==> src/rtl/pidct_pkg.sv <==
`default_nettype none
package pidct_pkg;

	// item kinds
	localparam logic [1:0] KIND_UPDATE = 2'd0;
	localparam logic [1:0] KIND_PRESET = 2'd1;
	localparam logic [1:0] KIND_CLEAR  = 2'd2;

	// register indexes
	localparam logic [2:0] REG_PROP_GAIN    = 3'd0;
	localparam logic [2:0] REG_INTEG_GAIN   = 3'd1;
	localparam logic [2:0] REG_DERIV_GAIN   = 3'd2;
	localparam logic [2:0] REG_DERIV_FILTER = 3'd3;
	localparam logic [2:0] REG_PROP_LIMIT   = 3'd4;
	localparam logic [2:0] REG_INTEG_LIMIT  = 3'd5;
	localparam logic [2:0] REG_DERIV_LIMIT  = 3'd6;
	localparam logic [2:0] REG_OUTPUT_LIMIT = 3'd7;

	// status of a serial arithmetic unit
	typedef struct packed {
		logic busy;
		logic done;
	} pidct_stat_t;

endpackage
`default_nettype wire

==> src/rtl/pidct_mul.sv <==
`default_nettype none
// Bit-serial signed fixed-point multiply: shift-add on magnitudes, one
// multiplier bit per cycle, then truncate by FRAC_BITS and saturate.
module pidct_mul #(
	parameter int VALUE_WIDTH = 32,
	parameter int FRAC_BITS   = 16
) (
	input  wire logic                    clk,
	input  wire logic                    arst_n,
	input  wire logic                    go,
	input  wire logic [VALUE_WIDTH-1:0]  a,
	input  wire logic [VALUE_WIDTH-1:0]  b,
	output pidct_pkg::pidct_stat_t       stat,
	output logic      [VALUE_WIDTH-1:0]  res
);
	import pidct_pkg::*;

	localparam int W  = VALUE_WIDTH;
	localparam int F  = FRAC_BITS;
	localparam int MW = 2*W - F;
	localparam int CW = $clog2(W);

	logic          busy_q, fin_q, done_q, neg_q;
	logic [CW-1:0] cnt_q;
	logic [W-1:0]  mcand_q, hi_q, lo_q, res_q;
	logic [W:0]    step_sum;
	logic [MW-1:0] mag;
	logic          over;

	assign step_sum = {1'b0, hi_q} + (lo_q[0] ? {1'b0, mcand_q} : {(W+1){1'b0}});
	assign mag = MW'({hi_q, lo_q} >> F);
	assign over = neg_q ? ((|mag[MW-1:W]) || (mag[W-1] && (|mag[W-2:0])))
	                    : (|mag[MW-1:W-1]);

	always_ff @(posedge clk or negedge arst_n) begin
		if (!arst_n) begin
			busy_q <= 1'b0;
			fin_q  <= 1'b0;
			done_q <= 1'b0;
			cnt_q  <= '0;
		end else begin
			done_q <= 1'b0;
			if (go) begin
				busy_q <= 1'b1;
				cnt_q  <= '0;
			end else if (busy_q) begin
				cnt_q <= cnt_q + 1'b1;
				if (cnt_q == CW'(W-1)) begin
					busy_q <= 1'b0;
					fin_q  <= 1'b1;
				end
			end else if (fin_q) begin
				fin_q  <= 1'b0;
				done_q <= 1'b1;
			end
		end
	end

	always_ff @(posedge clk) begin
		if (go) begin
			neg_q   <= a[W-1] ^ b[W-1];
			mcand_q <= a[W-1] ? (W'(0) - a) : a;
			lo_q    <= b[W-1] ? (W'(0) - b) : b;
			hi_q    <= '0;
		end else if (busy_q) begin
			hi_q <= step_sum[W:1];
			lo_q <= {step_sum[0], lo_q[W-1:1]};
		end else if (fin_q) begin
			if (neg_q)
				res_q <= over ? {1'b1, {(W-1){1'b0}}} : (W'(0) - mag[W-1:0]);
			else
				res_q <= over ? {1'b0, {(W-1){1'b1}}} : mag[W-1:0];
		end
	end

	assign stat.busy = busy_q | fin_q;
	assign stat.done = done_q;
	assign res = res_q;

endmodule
`default_nettype wire

==> src/rtl/pidct_div.sv <==
`default_nettype none
// Bit-serial restoring divide: (num << FRAC_BITS) / den on magnitudes,
// one quotient bit per cycle, truncated toward zero and saturated.
module pidct_div #(
	parameter int VALUE_WIDTH = 32,
	parameter int FRAC_BITS   = 16
) (
	input  wire logic                    clk,
	input  wire logic                    arst_n,
	input  wire logic                    go,
	input  wire logic [VALUE_WIDTH-1:0]  num,
	input  wire logic [VALUE_WIDTH-1:0]  den,
	output pidct_pkg::pidct_stat_t       stat,
	output logic      [VALUE_WIDTH-1:0]  res
);
	import pidct_pkg::*;

	localparam int W  = VALUE_WIDTH;
	localparam int F  = FRAC_BITS;
	localparam int Q  = W + F;
	localparam int CW = $clog2(Q);

	logic          busy_q, fin_q, done_q, neg_q;
	logic [CW-1:0] cnt_q;
	logic [Q-1:0]  dq_q;
	logic [W-1:0]  rem_q, d_q, res_q;
	logic [W:0]    r2, r2_sub;
	logic          ge, over;

	assign r2     = {rem_q, dq_q[Q-1]};
	assign r2_sub = r2 - {1'b0, d_q};
	assign ge     = (r2 >= {1'b0, d_q});
	assign over = neg_q ? ((|dq_q[Q-1:W]) || (dq_q[W-1] && (|dq_q[W-2:0])))
	                    : (|dq_q[Q-1:W-1]);

	always_ff @(posedge clk or negedge arst_n) begin
		if (!arst_n) begin
			busy_q <= 1'b0;
			fin_q  <= 1'b0;
			done_q <= 1'b0;
			cnt_q  <= '0;
		end else begin
			done_q <= 1'b0;
			if (go) begin
				busy_q <= 1'b1;
				cnt_q  <= '0;
			end else if (busy_q) begin
				cnt_q <= cnt_q + 1'b1;
				if (cnt_q == CW'(Q-1)) begin
					busy_q <= 1'b0;
					fin_q  <= 1'b1;
				end
			end else if (fin_q) begin
				fin_q  <= 1'b0;
				done_q <= 1'b1;
			end
		end
	end

	always_ff @(posedge clk) begin
		if (go) begin
			neg_q <= num[W-1] ^ den[W-1];
			dq_q  <= {(num[W-1] ? (W'(0) - num) : num), {F{1'b0}}};
			d_q   <= den[W-1] ? (W'(0) - den) : den;
			rem_q <= '0;
		end else if (busy_q) begin
			rem_q <= ge ? r2_sub[W-1:0] : r2[W-1:0];
			dq_q  <= {dq_q[Q-2:0], ge};
		end else if (fin_q) begin
			if (neg_q)
				res_q <= over ? {1'b1, {(W-1){1'b0}}} : (W'(0) - dq_q[W-1:0]);
			else
				res_q <= over ? {1'b0, {(W-1){1'b1}}} : dq_q[W-1:0];
		end
	end

	assign stat.busy = busy_q | fin_q;
	assign stat.done = done_q;
	assign res = res_q;

endmodule
`default_nettype wire

==> src/rtl/pid_controller_clamped_terms.sv <==
// An update runs the bit-serial multiplier up to six times (P, I and D terms) and the serial
//   divider at most once for clamp-back; a preset may run the serial divider, a clear neither.
// Throughput: one item at a time; the next transfer is taken once drive is latched.
// Reset (async, arst_n low): gains 0, filter 1.0, limits full scale, state zero.
`default_nettype none
module pid_controller_clamped_terms #(
	parameter int VALUE_WIDTH = 32,
	parameter int FRAC_BITS   = 16
) (
	input  wire logic                   clk,
	input  wire logic                   arst_n,
	// configuration write port
	input  wire logic                   cfg_we,
	input  wire logic [2:0]             cfg_index,
	input  wire logic [VALUE_WIDTH-1:0] cfg_data,
	// input channel
	input  wire logic                   in_valid,
	output logic                        in_ready,
	input  wire logic [1:0]             kind,
	input  wire logic [VALUE_WIDTH-1:0] target,
	input  wire logic [VALUE_WIDTH-1:0] measured,
	input  wire logic [FRAC_BITS-1:0]   time_step,
	input  wire logic [VALUE_WIDTH-1:0] integ_preset,
	// output channel
	output logic                        out_valid,
	input  wire logic                   out_ready,
	output logic [VALUE_WIDTH-1:0]      drive
);
	import pidct_pkg::*;

	localparam int W = VALUE_WIDTH;
	localparam int F = FRAC_BITS;

	// sequencer states
	localparam logic [3:0] S_IDLE = 4'd0;
	localparam logic [3:0] S_PREP = 4'd1;
	localparam logic [3:0] S_P    = 4'd2;   // P product
	localparam logic [3:0] S_I1   = 4'd3;   // integ_gain * error_sum
	localparam logic [3:0] S_I2   = 4'd4;   // ... * time_step
	localparam logic [3:0] S_IDIV = 4'd5;   // clamp-back or preset divide
	localparam logic [3:0] S_D0   = 4'd6;
	localparam logic [3:0] S_D1   = 4'd7;   // deriv_gain * filter
	localparam logic [3:0] S_D2   = 4'd8;   // ... * diff
	localparam logic [3:0] S_D3   = 4'd9;   // filter * diff into memory
	localparam logic [3:0] S_SUM  = 4'd10;

	// saturate a one-bit-grown value back to W bits
	function automatic logic [W-1:0] sat1(input logic [W:0] v);
		if (v[W] != v[W-1])
			sat1 = v[W] ? {1'b1, {(W-1){1'b0}}} : {1'b0, {(W-1){1'b1}}};
		else
			sat1 = v[W-1:0];
	endfunction

	// saturate a two-bit-grown value (three-term sum)
	function automatic logic [W-1:0] sat2(input logic [W+1:0] v);
		if (v[W+1] == v[W] && v[W] == v[W-1])
			sat2 = v[W-1:0];
		else
			sat2 = v[W+1] ? {1'b1, {(W-1){1'b0}}} : {1'b0, {(W-1){1'b1}}};
	endfunction

	// symmetric clamp to +/- lim
	function automatic logic [W-1:0] clampsym(input logic [W-1:0] v,
	                                          input logic [W-2:0] lim);
		logic signed [W-1:0] pl;
		logic signed [W-1:0] nl;
		pl = $signed({1'b0, lim});
		nl = -pl;
		if ($signed(v) > pl)
			clampsym = pl;
		else if ($signed(v) < nl)
			clampsym = nl;
		else
			clampsym = v;
	endfunction

	// configuration registers
	logic [W-1:0] pgain_q, igain_q, dgain_q;
	logic [F:0]   dfilt_q;
	logic [W-2:0] plim_q, ilim_q, dlim_q, olim_q;

	// controller state
	logic [W-1:0] esum_q, dmem_q;

	// sequencer and working registers
	logic [3:0]   state_q;
	logic [1:0]   kind_q;
	logic [W-1:0] tgt_q, meas_q, preset_q;
	logic [F-1:0] dt_q;
	logic [W-1:0] pt_q, it_q, dterm_q, diff_q;
	logic [W-1:0] drive_q;
	logic         out_valid_q;

	// serial unit requests
	logic         mul_go_q, div_go_q;
	logic [W-1:0] mul_a_q, mul_b_q, div_n_q, div_d_q;
	pidct_stat_t  mul_stat, div_stat;
	logic [W-1:0] mul_res, div_res;

	pidct_mul #(.VALUE_WIDTH(W), .FRAC_BITS(F)) u_mul (
		.clk    (clk),
		.arst_n (arst_n),
		.go     (mul_go_q),
		.a      (mul_a_q),
		.b      (mul_b_q),
		.stat   (mul_stat),
		.res    (mul_res)
	);

	pidct_div #(.VALUE_WIDTH(W), .FRAC_BITS(F)) u_div (
		.clk    (clk),
		.arst_n (arst_n),
		.go     (div_go_q),
		.num    (div_n_q),
		.den    (div_d_q),
		.stat   (div_stat),
		.res    (div_res)
	);

	// narrow add/subtract with saturation, and the term clamps, used across the sequencer steps
	logic [W-1:0] err_c, esum_c, negm_c, diff_c, dmem_c, itc_c, sum_c;

	assign err_c  = sat1({tgt_q[W-1], tgt_q} - {meas_q[W-1], meas_q});
	assign esum_c = sat1({esum_q[W-1], esum_q} + {err_c[W-1], err_c});
	assign negm_c = sat1((W+1)'(0) - {meas_q[W-1], meas_q});
	assign diff_c = sat1({negm_c[W-1], negm_c} - {dmem_q[W-1], dmem_q});
	assign dmem_c = sat1({dmem_q[W-1], dmem_q} + {mul_res[W-1], mul_res});
	assign itc_c  = clampsym(mul_res, ilim_q);
	assign sum_c  = sat2({{2{pt_q[W-1]}}, pt_q} + {{2{it_q[W-1]}}, it_q}
	                     + {{2{dterm_q[W-1]}}, dterm_q});

	assign in_ready  = (state_q == S_IDLE);
	assign out_valid = out_valid_q;
	assign drive     = drive_q;

	// configuration writes
	always_ff @(posedge clk or negedge arst_n) begin
		if (!arst_n) begin
			pgain_q <= '0;
			igain_q <= '0;
			dgain_q <= '0;
			dfilt_q <= {1'b1, {F{1'b0}}};
			plim_q  <= '1;
			ilim_q  <= '1;
			dlim_q  <= '1;
			olim_q  <= '1;
		end else if (cfg_we) begin
			unique case (cfg_index)
				REG_PROP_GAIN:    pgain_q <= cfg_data;
				REG_INTEG_GAIN:   igain_q <= cfg_data;
				REG_DERIV_GAIN:   dgain_q <= cfg_data;
				REG_DERIV_FILTER: dfilt_q <= cfg_data[F:0];
				REG_PROP_LIMIT:   plim_q  <= cfg_data[W-2:0];
				REG_INTEG_LIMIT:  ilim_q  <= cfg_data[W-2:0];
				REG_DERIV_LIMIT:  dlim_q  <= cfg_data[W-2:0];
				REG_OUTPUT_LIMIT: olim_q  <= cfg_data[W-2:0];
				default: ;
			endcase
		end
	end

	// sequencer: control and controller state
	always_ff @(posedge clk or negedge arst_n) begin
		if (!arst_n) begin
			state_q     <= S_IDLE;
			out_valid_q <= 1'b0;
			mul_go_q    <= 1'b0;
			div_go_q    <= 1'b0;
			esum_q      <= '0;
			dmem_q      <= '0;
		end else begin
			mul_go_q <= 1'b0;
			div_go_q <= 1'b0;
			if (out_valid_q && out_ready)
				out_valid_q <= 1'b0;
			unique case (state_q)
				S_IDLE: begin
					if (in_valid)
						state_q <= S_PREP;
				end
				S_PREP: begin
					case (kind_q)
						KIND_UPDATE: begin
							esum_q   <= esum_c;
							mul_go_q <= 1'b1;
							state_q  <= S_P;
						end
						KIND_PRESET: begin
							dmem_q <= negm_c;
							if (igain_q != '0) begin
								div_go_q <= 1'b1;
								state_q  <= S_IDIV;
							end else begin
								state_q <= S_SUM;
							end
						end
						KIND_CLEAR: begin
							esum_q  <= '0;
							dmem_q  <= '0;
							state_q <= S_SUM;
						end
						default: state_q <= S_SUM;
					endcase
				end
				S_P: begin
					if (mul_stat.done) begin
						mul_go_q <= 1'b1;
						state_q  <= S_I1;
					end
				end
				S_I1: begin
					if (mul_stat.done) begin
						mul_go_q <= 1'b1;
						state_q  <= S_I2;
					end
				end
				S_I2: begin
					if (mul_stat.done) begin
						// clamp-back only when the term clamped and the gain is nonzero
						if (itc_c != mul_res && igain_q != '0) begin
							div_go_q <= 1'b1;
							state_q  <= S_IDIV;
						end else begin
							state_q <= S_D0;
						end
					end
				end
				S_IDIV: begin
					if (div_stat.done) begin
						esum_q  <= div_res;
						state_q <= (kind_q == KIND_UPDATE) ? S_D0 : S_SUM;
					end
				end
				S_D0: begin
					if (dgain_q == '0) begin
						state_q <= S_SUM;
					end else begin
						mul_go_q <= 1'b1;
						state_q  <= S_D1;
					end
				end
				S_D1: begin
					if (mul_stat.done) begin
						mul_go_q <= 1'b1;
						state_q  <= S_D2;
					end
				end
				S_D2: begin
					if (mul_stat.done) begin
						mul_go_q <= 1'b1;
						state_q  <= S_D3;
					end
				end
				S_D3: begin
					if (mul_stat.done) begin
						dmem_q  <= dmem_c;
						state_q <= S_SUM;
					end
				end
				S_SUM: begin
					// hold until the output register is free
					if (!out_valid_q || out_ready) begin
						out_valid_q <= 1'b1;
						state_q     <= S_IDLE;
					end
				end
				default: state_q <= S_IDLE;
			endcase
		end
	end

	// datapath registers, no reset
	always_ff @(posedge clk) begin
		case (state_q)
			S_IDLE: begin
				if (in_valid) begin
					kind_q   <= kind;
					tgt_q    <= target;
					meas_q   <= measured;
					dt_q     <= time_step;
					preset_q <= integ_preset;
				end
			end
			S_PREP: begin
				pt_q    <= '0;
				it_q    <= '0;
				dterm_q <= '0;
				diff_q  <= diff_c;
				mul_a_q <= pgain_q;
				mul_b_q <= err_c;
				div_n_q <= preset_q;
				div_d_q <= igain_q;
			end
			S_P: begin
				if (mul_stat.done) begin
					pt_q    <= clampsym(mul_res, plim_q);
					mul_a_q <= igain_q;
					mul_b_q <= esum_q;
				end
			end
			S_I1: begin
				if (mul_stat.done) begin
					mul_a_q <= mul_res;
					mul_b_q <= {{(W-F){1'b0}}, dt_q};
				end
			end
			S_I2: begin
				if (mul_stat.done) begin
					it_q    <= itc_c;
					div_n_q <= itc_c;
					div_d_q <= igain_q;
				end
			end
			S_D0: begin
				mul_a_q <= dgain_q;
				mul_b_q <= {{(W-F-1){1'b0}}, dfilt_q};
			end
			S_D1: begin
				if (mul_stat.done) begin
					mul_a_q <= mul_res;
					mul_b_q <= diff_q;
				end
			end
			S_D2: begin
				if (mul_stat.done) begin
					dterm_q <= clampsym(mul_res, dlim_q);
					mul_a_q <= {{(W-F-1){1'b0}}, dfilt_q};
					mul_b_q <= diff_q;
				end
			end
			S_SUM: begin
				if (!out_valid_q || out_ready)
					drive_q <= clampsym(sum_c, olim_q);
			end
			default: ;
		endcase
	end

	// the two serial units never run at once
	a_units_exclusive: assert property (@(posedge clk) disable iff (!arst_n)
		!(mul_stat.busy && div_stat.busy))
		else $error("multiplier and divider busy together");

	// final sum is formed only after all serial work has finished
	a_sum_quiet: assert property (@(posedge clk) disable iff (!arst_n)
		(state_q == S_SUM) |-> (!mul_stat.busy && !div_stat.busy))
		else $error("sum taken while a serial unit is busy");

	// a multiply request starts the unit on the next cycle
	a_mul_starts: assert property (@(posedge clk) disable iff (!arst_n)
		mul_go_q |=> mul_stat.busy)
		else $error("multiply request lost");

	// a presented result respects the output clamp
	a_drive_clamped: assert property (@(posedge clk) disable iff (!arst_n)
		out_valid_q |-> ($signed(drive_q) <= $signed({1'b0, olim_q}) &&
		                 $signed(drive_q) >= -$signed({1'b0, olim_q})))
		else $error("drive outside output limit");

endmodule
`default_nettype wire

==> config.mk <==
export PLATFORM = sky130hd
export DESIGN_NAME = pid_controller_clamped_terms
export DESIGN_NICKNAME = d
export VERILOG_FILES = /design/src/rtl/pidct_pkg.sv /design/src/rtl/pidct_mul.sv /design/src/rtl/pidct_div.sv /design/src/rtl/pid_controller_clamped_terms.sv
export SDC_FILE = /design/constraint.sdc
export NUM_CORES = 2
export LEC_CHECK = 0
export ABC_AREA = 1
export CORE_MARGIN = 4
export CORE_UTILIZATION = 40
export DETAILED_ROUTE_END_ITERATION = 12
export DONT_BUFFER_PORTS = 1
export GPL_ROUTABILITY_DRIVEN = 0
export PLACE_DENSITY_LB_ADDON = 0.08
export SLEW_MARGIN = 40
export SYNTH_ARGS = -nofsm -noshare
export SYNTH_HDL_FRONTEND = slang
export SYNTH_HIERARCHICAL = 1
export SYNTH_SLANG_ARGS = --single-unit
==> constraint.sdc <==
create_clock -name clk -period 10.6 [get_ports clk]
set_input_delay 1.06 -clock clk [delete_from_list [all_inputs] [get_ports clk]]
set_output_delay 1.06 -clock clk [all_outputs]
set_load 0.01 [all_outputs]
---- Word-level counts from Yosys, hierarchy flattened ----
Cells that the tools add are included.
storage, ports and cells
  flip-flop bits (word level) ............. 1001
  bits in latches ......................... 0
  RAM bits ................................ 0
  bits in read-only memories .............. 0
  input bits .............................. 154
  output and inout bits ................... 34
  memories ................................ 0
cells by class
  add/sub/neg operators ................... 21
  multiply operators ...................... 0
  divide/modulo/power cells ............... 0
  magnitude comparators ................... 9
  equality and inequality tests ........... 44
  shifts and indexed selects .............. 0
  mux-type cells .......................... 107
  bitwise logic cells ..................... 6
  reduce and logical (&&, ||, !) cells .... 54
operators by type and width
  kind                   number
  $mux 32                42
  $pmux 32 s2            9
  $pmux 32 s5            2
  $sub 1x32->32 const A  6
  $gt 32x32->1           4
  $lt 32x32->1           4
  $neg 31->32            4
  $add 32x32->33         3
  $mux 48                2
  $mux 31                3
  $sub 32x32->33         2
  $reduce_or 31->1       2
  $mux 4                 12
  $pmux 4 s11            1
  $add 33x32->34         1
  $reduce_or 17->1       2
  $add 32x33->33         1
  $ge 33x32->1           1
  $sub 1x32->33 const A  1
  $logic_not 32->1       1
  $ne 32x32->1           1
  $reduce_bool 32->1     1
  $reduce_or 16->1       2
  $sub 32x32->32         1
  other kinds (42)       133

---- Depth between registers and ports, before layout ----
  depth in word-level cells ............... 9
  gate-level depth with buffers ........... 39
  gate-level depth less buffers ........... 37

---- Hierarchy ----
The synthesis kept the hierarchy.
by module, submodules not included
  module                        instances  cells an instance  area an instance (um2)
  pid_controller_clamped_terms  1          5815               48829.3
  pidct_div                     1          1675               11415.9
  pidct_mul                     1          1604               10680.2

---- Worst setup path before layout ----
OpenSTA, ideal clock, no wires.
  path kind ............................... input-to-reg
  start point ............................. in in_valid
  end point ............................... reg dt_q[0] (enable)
  arrival time ............................ 8787 ps
  setup slack ............................. 1087 ps
  cell stages on the path ................. 2
  buffers on the path ..................... 0
  cell sequence ........................... inv_1 nor3_1
on the way
  longest elaborated chain between the ends .. 1
RTL lines
  element                     RTL line                             source
  from (decl)                 pid_controller_clamped_terms.sv:17   input wire logic in_valid,
  $reduce_and 2->1 (no line)  -
  to (signal assigned)        pid_controller_clamped_terms.sv:281  dt_q <= time_step;
  to (decl)                   pid_controller_clamped_terms.sv:90   logic [F-1:0] dt_q;
Every way passes these cells.
A chain may end at the register's enable or synchronous reset.

---- Final worst setup path ----
  start point ............................. reg it_q[1]
  end point ............................... reg drive_q[16], in the netlist drive[16], data pin
on the way
  longest elaborated chain between the ends .. 8
  elaborated cells on any way between the ends .. 11
RTL lines
  element                 RTL line                             source
  from (decl)             pid_controller_clamped_terms.sv:91   logic [W-1:0] pt_q, it_q, dterm_q, diff_q;
  from (signal assigned)  pid_controller_clamped_terms.sv:310  it_q <= itc_c;
  $add 32x32->33 *        pid_controller_clamped_terms.sv:130  assign sum_c = sat2({{2{pt_q[W-1]}}, pt_q} + {{2{it_q[W-1]}}, it_q}
  $add 33x32->34 *        pid_controller_clamped_terms.sv:131  + {{2{dterm_q[W-1]}}, dterm_q});
  $eq 1x1->1              pid_controller_clamped_terms.sv:57   if (v[W+1] == v[W] && v[W] == v[W-1])
  $logic_and 1x1->1       pid_controller_clamped_terms.sv:57
  $mux 32 *               pid_controller_clamped_terms.sv:57
  $lt 32x32->1            pid_controller_clamped_terms.sv:72   else if ($signed(v) < nl)
  $mux 32                 pid_controller_clamped_terms.sv:72
  $mux 31 *               pid_controller_clamped_terms.sv:70   if ($signed(v) > pl)
  to (signal assigned)    pid_controller_clamped_terms.sv:334  drive_q <= clampsym(sum_c, olim_q);
  to (decl)               pid_controller_clamped_terms.sv:92   logic [W-1:0] drive_q;
Every way passes the cells marked *; elsewhere a longest branch is shown, timed or not.

==> impl_results.md <==
- Setup TNS: 0 ns
- Initial antenna violation count: 35
- Total number of vias: 63627
- Syn_area_per_cell: 7.80 um2
- # clock sinks: 1001
- First-pass GRT wire length: 399000 um
- Total Routing Usage GR: 28.7%
- Mapped Area: 0.0709 mm2
- RR Endpoint: drive[16]
- Vias in the first global route: 60257
- H-tree Lvls: 3
- Post-detail-place hpwl: 211000 um
- Cells after synthesis: 9092
- Vias per cell: 5.53
- Pleak: 35.2 nW
- Most repeated library cell on the critical path: nand2_1
- Remaining DRCs: 0
- CTS Buf Count: 117
- Post-CTS setup buffers: 0
- Clock Path Buffers: 3
- Resize count post-CTS: 0
- WL final: 272000 um
- Slowest CP cell: clkinv_1
- Worst R2R Setup Slack: 3.47 ns
- Max Cap Viol: 0
- Final setup viols: 0
- Layout area overhead: 9.99%
- Tmin final: 7.13 ns
- Initial Utilization: 40.2%
- Biggest register: u_div/dq_q
- Boundary Pins: 188
- Drt wl/cell: 23.7 um
- Clock Skew: 0.0449 ns
- FP Rows: 154
- Die W: 429 um
- Fmax: 140 MHz
- TritonCTS clock tree: done
- Largest register FFs: 48
- WS Path Type: reg -> reg
- Syn Nets: 9771
- Peak supply drop: 0.000450 V
- Worst Tran Pin Value: 1.26 ns
- Worst R2R Start: it_q[1]
- DRT iter0 DRCs: 6340
- Worst Hold Class: in -> async
- Final cycle utilization of the critical path: 67.2%
- Pins over their slew limit: 0
- Overall power: 31.4 mW
- Grt ovf: 0
- Core ar.: 0.176 mm2
- Die area: 0.184 mm2
- Pwr/cell area: 402 mW/mm2
- Crit start category: flip-flop
- Layout cells sized above 1: 8.01%
- Area occupied by multi-input gates: 0.0377 mm2
- Largest net degree at the start of global routing: 271
- Root Driver: clkbuf_16
- Max transition margin: 16.3%
- Final #Nets: 9737
- Final hold violations: 0
- Clk Latency, worst-skew pair: 0.80 ns
- Register area: 0.0278 mm2
- Capture point of the worst path: drive[16]
- Fill cells: 17773
- Ys Warns: 6
- DRT Pass-1 Iters: 6
- Unrepaired setup endpoints after global routing: no
- WP data required: 11.12 ns
- Max stage delay on crit path: 0.64 ns
- Crit-path max FO: 30
- CP Launch Point: it_q[1]
- Worst Path Arrival: 7.65 ns
- Status: completed
- Length in cells of the worst reg-to-reg path: 33
- Detail Route Antenna Nets: 0
- Die Y: 429 um
- Clk slew on worst S/H paths: 0.06 ns
- Worst Setup End Kind: flip-flop
- Input/output buffers: 0
cell usage in the layout, fill, tap and decap left out, types with 42 or more instances in the layout:
master	instances
nand2_1	2354
dfrtp_1	198
o211ai_1	49
xnor2_1	92
ha_1	486
o21ai_1	76
inv_1	1105
o21ai_0	646
edfxtp_1	596
nand3_1	491
dfxtp_1	80
dfstp_2	125
buf_4	82
xor2_1	316
nand4_1	134
nor2_1	715
nor4_1	42
nor3_1	92
clkbuf_16	123
a21oi_1	527
what timing repair did:
action,in CTS,in global routing
hold buffers,3,0
endpoints found under the setup margin,0,0
hold endpoints to repair,56,0
per-layer routing:
metal  global-route usage (%)  wire [um]
met1                     37.9     116000
met2                     44.8     120000
met3                     4.26      18100
met4                     16.4      18200
met5                        0         96
worst max-delay path, delay by kind of cell, from the launching register on:
kind	cells	cell delay [ns]
buffers and inverters	5	1.27
xor gates and xnor gates	1	0.26
DFF	1	0.37
adders and majority gates	4	1.25
and+or+nand+nor	13	2.26
AOI/OAI and AO/OA	10	1.45
per-stage QoR:
step	instances	worst slack (ns)	util [%]	hold WS [ns]	area [um2]
after detailed placement	11274	3.50	41.8	0.460	73700
after global placement	11246	2.66	41.6	0.461	73300
final	11509	3.47	44.2	0.100	78000
after CTS	11499	3.48	44.2	0.00497	77900
after global routing	11501	2.87	44.2	0.0287	78000
after floorplan	9092	1.09	-	0.443	70900
worst min-delay path by stage:
stage                           end  slack, ns  cells past startpoint
floorplan            u_div/rem_q[9]       0.44                      2
detailed placement  u_div/rem_q[21]       0.46                      2
CTS                     dgain_q[29]      0.005                      0
global route            dgain_q[29]       0.03                      0
finish                  dgain_q[29]       0.10                      0
global placement     u_mul/hi_q[20]       0.46                      2
power breakdown:
group	internal [mW]	leakage, nW	switching [mW]	total [mW]
clock network	2.60	2.01	1.82	4.42
logic	6.34	23.2	13.2	19.5
registers	6.25	10.0	1.19	7.44
total	15.2	35.2	16.2	31.4
cell type report:
class,count,share of cell area [%]
repair buffers,112,1.31
clock inverters,67,1.12
clock buffers,155,4.24
inverters,1155,5.57
well taps,2340,3.75
flip-flops and latches,1001,35.6
multi-input cells,6671,48.4
diodes,8,0.0257
Note: power is estimated with default switching activity, not from simulation.
